$ cat src/scfc_pkg.sv
`default_nettype none
package scfc_pkg;

    localparam int CHANNELS    = 4;
    localparam int CHAN_W      = 16;
    localparam int DATA_BYTES  = 2 * CHANNELS;
    localparam int FRAME_BYTES = DATA_BYTES + 2;
    localparam int IDX_W       = $clog2(FRAME_BYTES);

    localparam logic [15:0] CRC_PRESET = 16'hFFFF;
    localparam logic [15:0] CRC_POLY   = 16'hA001;

    typedef logic [15:0] crc_t;
    typedef crc_t crc_table_t [256];

    typedef struct packed {
        logic [CHANNELS-1:0][CHAN_W-1:0] chan;
        crc_t                            crc;
    } scfc_item_t;

    // Byte-wise lookup table for the reflected polynomial, built at elaboration.
    function automatic crc_table_t crc_build_table();
        crc_table_t t;
        crc_t       c;
        for (int i = 0; i < 256; i++)
        begin
            c = crc_t'(i);
            for (int b = 0; b < 8; b++)
            begin
                if (c[0])
                    c = (c >> 1) ^ CRC_POLY;
                else
                    c = c >> 1;
            end
            t[i] = c;
        end
        return t;
    endfunction

    localparam crc_table_t CRC_TABLE = crc_build_table();

    function automatic crc_t crc_feed_byte(crc_t crc, logic [7:0] data);
        logic [7:0] idx;
        idx = crc[7:0] ^ data;
        return (crc >> 8) ^ CRC_TABLE[idx];
    endfunction

endpackage
`default_nettype wire

$ cat src/scfc_stage.sv
`default_nettype none
module scfc_stage
(
    input  wire logic                 clk,
    input  wire logic                 rst_n,
    input  wire logic                 in_valid,
    output logic                      in_ready,
    input  wire scfc_pkg::scfc_item_t in_item,
    input  wire logic [15:0]          chan_value,
    output logic                      out_valid,
    input  wire logic                 out_ready,
    output scfc_pkg::scfc_item_t      out_item
);
    import scfc_pkg::*;

    logic       valid_reg;
    logic       valid_next;
    scfc_item_t item_reg;
    scfc_item_t item_next;

    assign in_ready = !valid_reg || out_ready;

    // One channel per stage: low byte, then high byte.
    always_comb
    begin
        item_next     = in_item;
        item_next.crc = crc_feed_byte(crc_feed_byte(in_item.crc, chan_value[7:0]),
                                      chan_value[15:8]);
    end

    always_comb
    begin
        if (in_ready)
            valid_next = in_valid;
        else
            valid_next = valid_reg;
    end

    always_ff @(posedge clk or negedge rst_n)
    begin
        if (!rst_n)
            valid_reg <= 1'b0;
        else
            valid_reg <= valid_next;
    end

    always_ff @(posedge clk)
    begin
        if (in_ready && in_valid)
            item_reg <= item_next;
    end

    assign out_valid = valid_reg;
    assign out_item  = item_reg;

endmodule
`default_nettype wire

$ cat src/scfc_serializer.sv
`default_nettype none
module scfc_serializer
(
    input  wire logic                 clk,
    input  wire logic                 rst_n,
    input  wire logic                 in_valid,
    output logic                      in_ready,
    input  wire scfc_pkg::scfc_item_t in_item,
    output logic                      m_tvalid,
    input  wire logic                 m_tready,
    output logic [7:0]                m_tdata,
    output logic                      m_tlast
);
    import scfc_pkg::*;

    logic                             busy_reg;
    logic                             busy_next;
    logic [IDX_W-1:0]                 idx_reg;
    logic [IDX_W-1:0]                 idx_next;
    logic [FRAME_BYTES-1:0][7:0]      frame_reg;
    logic [FRAME_BYTES-1:0][7:0]      frame_next;
    logic                             take;
    logic                             at_last;
    logic                             load;

    always_comb
    begin
        for (int k = 0; k < DATA_BYTES; k++)
            frame_next[k] = in_item.chan[k / 2][8 * (k % 2) +: 8];
        frame_next[DATA_BYTES]     = in_item.crc[7:0];
        frame_next[DATA_BYTES + 1] = in_item.crc[15:8];
    end

    assign take     = busy_reg && m_tready;
    assign at_last  = (idx_reg == IDX_W'(FRAME_BYTES - 1));
    // Next frame loads as the last byte of the current one leaves.
    assign in_ready = !busy_reg || (m_tready && at_last);
    assign load     = in_valid && in_ready;

    always_comb
    begin
        priority if (load)
        begin
            busy_next = 1'b1;
            idx_next  = '0;
        end
        else if (take)
        begin
            busy_next = !at_last;
            idx_next  = at_last ? idx_reg : idx_reg + IDX_W'(1);
        end
        else
        begin
            busy_next = busy_reg;
            idx_next  = idx_reg;
        end
    end

    always_ff @(posedge clk or negedge rst_n)
    begin
        if (!rst_n)
        begin
            busy_reg <= 1'b0;
            idx_reg  <= '0;
        end
        else
        begin
            busy_reg <= busy_next;
            idx_reg  <= idx_next;
        end
    end

    always_ff @(posedge clk)
    begin
        if (load)
            frame_reg <= frame_next;
    end

    assign m_tvalid = busy_reg;
    assign m_tdata  = frame_reg[idx_reg];
    assign m_tlast  = at_last;

`ifndef ASSERT_OFF
    a_idx_range: assert property (@(posedge clk) disable iff (!rst_n)
        busy_reg |-> (idx_reg < IDX_W'(FRAME_BYTES)))
        else $error("byte index out of frame");

    a_idx_step: assert property (@(posedge clk) disable iff (!rst_n)
        (take && !at_last) |=> (idx_reg == $past(idx_reg) + IDX_W'(1)))
        else $error("byte index did not advance");

    a_frame_end: assert property (@(posedge clk) disable iff (!rst_n)
        (take && at_last && !in_valid) |=> !busy_reg)
        else $error("serializer stayed busy after last byte");

    a_load_start: assert property (@(posedge clk) disable iff (!rst_n)
        load |=> (busy_reg && idx_reg == '0))
        else $error("frame did not start at first byte");
`endif

endmodule
`default_nettype wire

$ cat src/scope_frame_crc16_encoder.sv
`default_nettype none
// Telemetry frame encoder with CRC-16 (Modbus form).
// Slave channel: one item = four 16-bit channel values in s_tdata, chan0 lowest.
// Master channel: one byte per item on m_tdata; ten bytes per frame: each channel
// low byte then high byte in channel order, then CRC low, CRC high. m_tlast marks
// the CRC high byte.
// CRC: preset 0xFFFF, reflected polynomial 0xA001, no final xor, over the eight
// data bytes; nothing carries over between frames.
// The first byte of a frame becomes valid once its item has passed through the
// pipeline (one pipeline stage per channel, one byte-table CRC step pair each)
// and then the output serializer register.
// Throughput: the serializer sends one byte per cycle while m_tready is high; the
// next frame loads in the same cycle its predecessor's last byte leaves.
// The pipeline keeps accepting items until all four stages are full.
// Stall: when m_tready is low the current byte holds and the pipeline backs up;
// nothing is lost or repeated.
// Reset (rst_n low, async): all valid bits and the serializer clear; in-flight
// frames are dropped.
module scope_frame_crc16_encoder
(
    input  wire logic        clk,
    input  wire logic        rst_n,
    input  wire logic        s_tvalid,
    output logic             s_tready,
    input  wire logic [63:0] s_tdata,   // chan0_value, chan1_value, chan2_value, chan3_value
    output logic             m_tvalid,
    input  wire logic        m_tready,
    output logic [7:0]       m_tdata,   // frame_byte
    output logic             m_tlast    // last_byte
);
    import scfc_pkg::*;

    logic       stg_valid [CHANNELS+1];
    logic       stg_ready [CHANNELS+1];
    scfc_item_t stg_item  [CHANNELS+1];

    assign stg_valid[0]     = s_tvalid;
    assign s_tready         = stg_ready[0];
    assign stg_item[0].chan = s_tdata;
    assign stg_item[0].crc  = CRC_PRESET;

    for (genvar g = 0; g < CHANNELS; g++)
    begin : g_stage
        scfc_stage u_stage
        (
            .clk        (clk),
            .rst_n      (rst_n),
            .in_valid   (stg_valid[g]),
            .in_ready   (stg_ready[g]),
            .in_item    (stg_item[g]),
            .chan_value (stg_item[g].chan[g]),
            .out_valid  (stg_valid[g+1]),
            .out_ready  (stg_ready[g+1]),
            .out_item   (stg_item[g+1])
        );
    end

    scfc_serializer u_ser
    (
        .clk      (clk),
        .rst_n    (rst_n),
        .in_valid (stg_valid[CHANNELS]),
        .in_ready (stg_ready[CHANNELS]),
        .in_item  (stg_item[CHANNELS]),
        .m_tvalid (m_tvalid),
        .m_tready (m_tready),
        .m_tdata  (m_tdata),
        .m_tlast  (m_tlast)
    );

endmodule
`default_nettype wire
$ cat config.mk
export PLATFORM = sky130hd
export DESIGN_NAME = scope_frame_crc16_encoder
export DESIGN_NICKNAME = d
export VERILOG_FILES = /design/src/scfc_pkg.sv /design/src/scfc_stage.sv /design/src/scfc_serializer.sv /design/src/scope_frame_crc16_encoder.sv
export SDC_FILE = /design/constraint.sdc
export NUM_CORES = 1
export LEC_CHECK = 0
export BUFFER_PORTS_ARGS = -buffer_cell sky130_fd_sc_hd__buf_4
export CORE_MARGIN = 8
export CORE_UTILIZATION = 60
export DETAILED_ROUTE_END_ITERATION = 12
export PLACE_DENSITY = 0.78
export SETUP_SLACK_MARGIN = 0.1
export SYNTH_ARGS = -nofsm -noshare
export SYNTH_HDL_FRONTEND = slang
export SYNTH_HIERARCHICAL = 1
export SYNTH_SLANG_ARGS = --single-unit
$ cat constraint.sdc
create_clock -name clk -period 4.71 [get_ports clk]
set_input_delay 0.471 -clock clk [delete_from_list [all_inputs] [get_ports clk]]
set_output_delay 0.471 -clock clk [all_outputs]
set_load 0.1 [all_outputs]
==> out/metrics.cfg <==
[clock_network]
post_cts_buffers = 0
cts_sinks = 409
root_buffer = clkbuf_16
clk_latency_ps = 520
cts_tree = yes
cts.path.max_buffers = 3
cts_resized = 0
htreeDepth = 2
numCtsBuffers = 38
path_clk_slew_ps = 60

[detailed_routing]
drtPass1Iterations = 5
drc = 0
vias = 6201
wirelength_um = 24100
drtIter0Drc = 493
wire_per_inst_um = 20.4
vias_per_cell = 5.25
ant_nets = 0

[worst_setup_path]
r2r_slack_ps = 1240
crit_type = flip-flop to output pin
endpoint_kind = output pin
rr_worst_depth = 12
crit_fanout = 13
crit-reg2reg-launch = u_ser/idx_reg[1]
r2r_end = g_stage[0].u_stage/out_item[54]
required_ps = 4240
cp.arrival_ps = 3140
crit_path_start_kind = flip-flop

[layout]
drive_above_1_share_pct = 20.0
multi_input_area_sq_mm = 0.00268
fin_cells = 1181
area_growth_pct = 15.2
fillers = 1377
final_cell_mix = edfxtp_1, xnor2_1, buf_4
fin_nets = 898
largest_register_ffs = 320
seq_area_sq_mm = 0.0122
final_common_cell = edfxtp_1
antenna_cells = 0

[sta]
finClkSkew_ps = 19.2
rsz0062_at_grt = false
slew_viol_final = 0
finalCriticalPeriod_ps = 3610
setup_tns_ps = 0
period_share_pct = 76.6
worstMarginPinSlew_ps = 1060
finalHoldViolCount = 0
fin_ws_ps = 1100
slew_headroom_pct = 29.5
fmax_mhz = 277
setup_violations = 0

[synthesis]
ys_ff_latch = 409
synth_top_cells_by_area = edfxtp_1, xnor2_1, xor2_1
synth_top_area_cell = edfxtp_1
avgSynthCellArea_sq_um = 21.4
ys_types = 33
synth_top_area_share_pct = 80.3
synthCells = 698
seq_area_frac_synth_pct = 81.8
synth.cell_area_sq_mm = 0.0150
ys.warnings.count = 6

[power_and_ir_drop]
p_int_mw = 6.93
switchingPower_mw = 2.58
clkPwrFrac_pct = 31.6
p_sw_share_pct = 27.1
power.total_mw = 9.51
power_leakage_nw = 5.84
p_per_area_mw_per_mm2 = 552
pwr-share-comb_pct = 20.7
power_frac_seq_pct = 47.7
ir_drop_v = 0.000543

[floorplanning]
die_h_um = 174
start_util_pct = 61.3
rows = 57
ios = 79
die_x_um = 174
coreArea_sq_mm = 0.0244
dieArea_sq_mm = 0.0302

[grt]
antenna_found_initial = 0
track_usage_pct = 15.8
grt.overflow.total = 0
grt_start_max_net_pins = 81
grt_pass1_vias = 6554
grt_pass1_wl_um = 36900

[worst_hold_path]
min_path_type = primary input to flip-flop
min_path_cells = 1
hp-start = s_tdata[21]
hold_end = g_stage[0].u_stage/out_item[37]

[flow_run]
drv_cap = 0

[place]
hpwl_um = 16200
dp.cells = 1111
place_congestion = 0.881
io_buffers = 78
place_worst_setup_slack_ps = 1420

[outcome]
status = finished, final reports clean

==> per-layer routing <==
layer	GRT usage [%]	vias up	wire, um
li1	-	2891	-
met1	21.2	3045	10500
met2	26.0	215	11800
met3	2.98	50	1280
met4	5.31	0	602
met5	0	-	0
==> worst max path at each step <==
stage	depth (start not counted)	start	endpoint
final	11	u_ser/idx_reg[1]	s_tready
after detailed placement	12	u_ser/idx_reg[1]	g_stage[0].u_stage/out_item[69]
after CTS	11	u_ser/idx_reg[1]	s_tready
after floorplan	12	u_ser/idx_reg[1]	g_stage[0].u_stage/out_item[0]
after global placement	12	u_ser/idx_reg[1]	g_stage[0].u_stage/out_item[76]
after global routing	11	u_ser/idx_reg[1]	s_tready
==> repair_timing <==
action,CTS,global route
endpoints found under the hold margin,9,0
setup endpoints to repair,0,0
hold buffers,1,0
==> layout make-up <==
type / count / share of cell area [%]
Clock buffer: 46 / 5.70
Timing Repair Buffer: 85 / 3.72
Multi-Input combinational cell: 288 / 15.6
Tap cell: 324 / 2.35
Sequential cell: 409 / 71.0
Clock inverter: 23 / 1.49
Inverter: 6 / 0.131
==> power groups by stage <==
stage / Combinational [mW] / Clock [mW] / Sequential [mW]
3_3_place_gp: 1.91 / 0 / 4.59
6_report: 1.97 / 3.00 / 4.54
5_1_grt: 2.09 / 3.19 / 4.56
3_5_place_dp: 1.97 / 0 / 4.61
2_1_floorplan: 1.61 / 0 / 4.55
4_1_cts: 1.99 / 3.06 / 4.54
==> synth_stat cells (all sizes together) <==
cell    count
a21o        1
a21oi       9
a22o        4
and2        6
and3        1
buf        10
conb        1
dfrtp       9
edfxtp    400
ha          2
inv         6
mux2        8
mux2i      17
mux4        8
nand2       7
nand2b      9
nand3       1
nand3b      2
nor2       10
o21ai      10
o22ai       9
xnor2     112
xnor3      12
xor2       40
xor3        4
==> critical path, cell delays in order (launching register included) <==
cell and delay (ps):
dfrtp_1 610, inv_1 180, ha_1 220, nand3b_1 190
inv_1 120, nand2_1 80, nand2_1 90, nand2b_1 210
nand2b_1 200, nand2b_1 200, nand2b_1 220, buf_4 260
==> metrics by stage <==
| step | util [%] | hold slack (ps) | instance area (sq um) |
|---|---|---|---|
| after floorplan | - | 175 | 15000 |
| final | 70.6 | 121 | 17200 |
| after detailed placement | 65.5 | 303 | 16000 |
| after CTS | 70.6 | 101 | 17200 |
| after global placement | 65.5 | 302 | 16000 |
| after global routing | 70.6 | 105 | 17200 |
==> cell families (layout without fill, tap and decap cells) <==
| logic type | Yosys count | count (layout) | synth area share [%] |
|---|---|---|---|
| muxes | 33 | 33 | 3.05 |
| other | 1 | 16 | 0.0251 |
| xor gates and xnor gates | 168 | 168 | 11.7 |
| adders and majority gates | 2 | 2 | 0.167 |
| AOI/OAI and AO/OA | 33 | 33 | 1.30 |
| and+or+nand+nor | 36 | 36 | 1.23 |
| DFF | 409 | 409 | 81.8 |
| buffers and inverters | 16 | 160 | 0.670 |
Power figures use the tool's default switching activity.
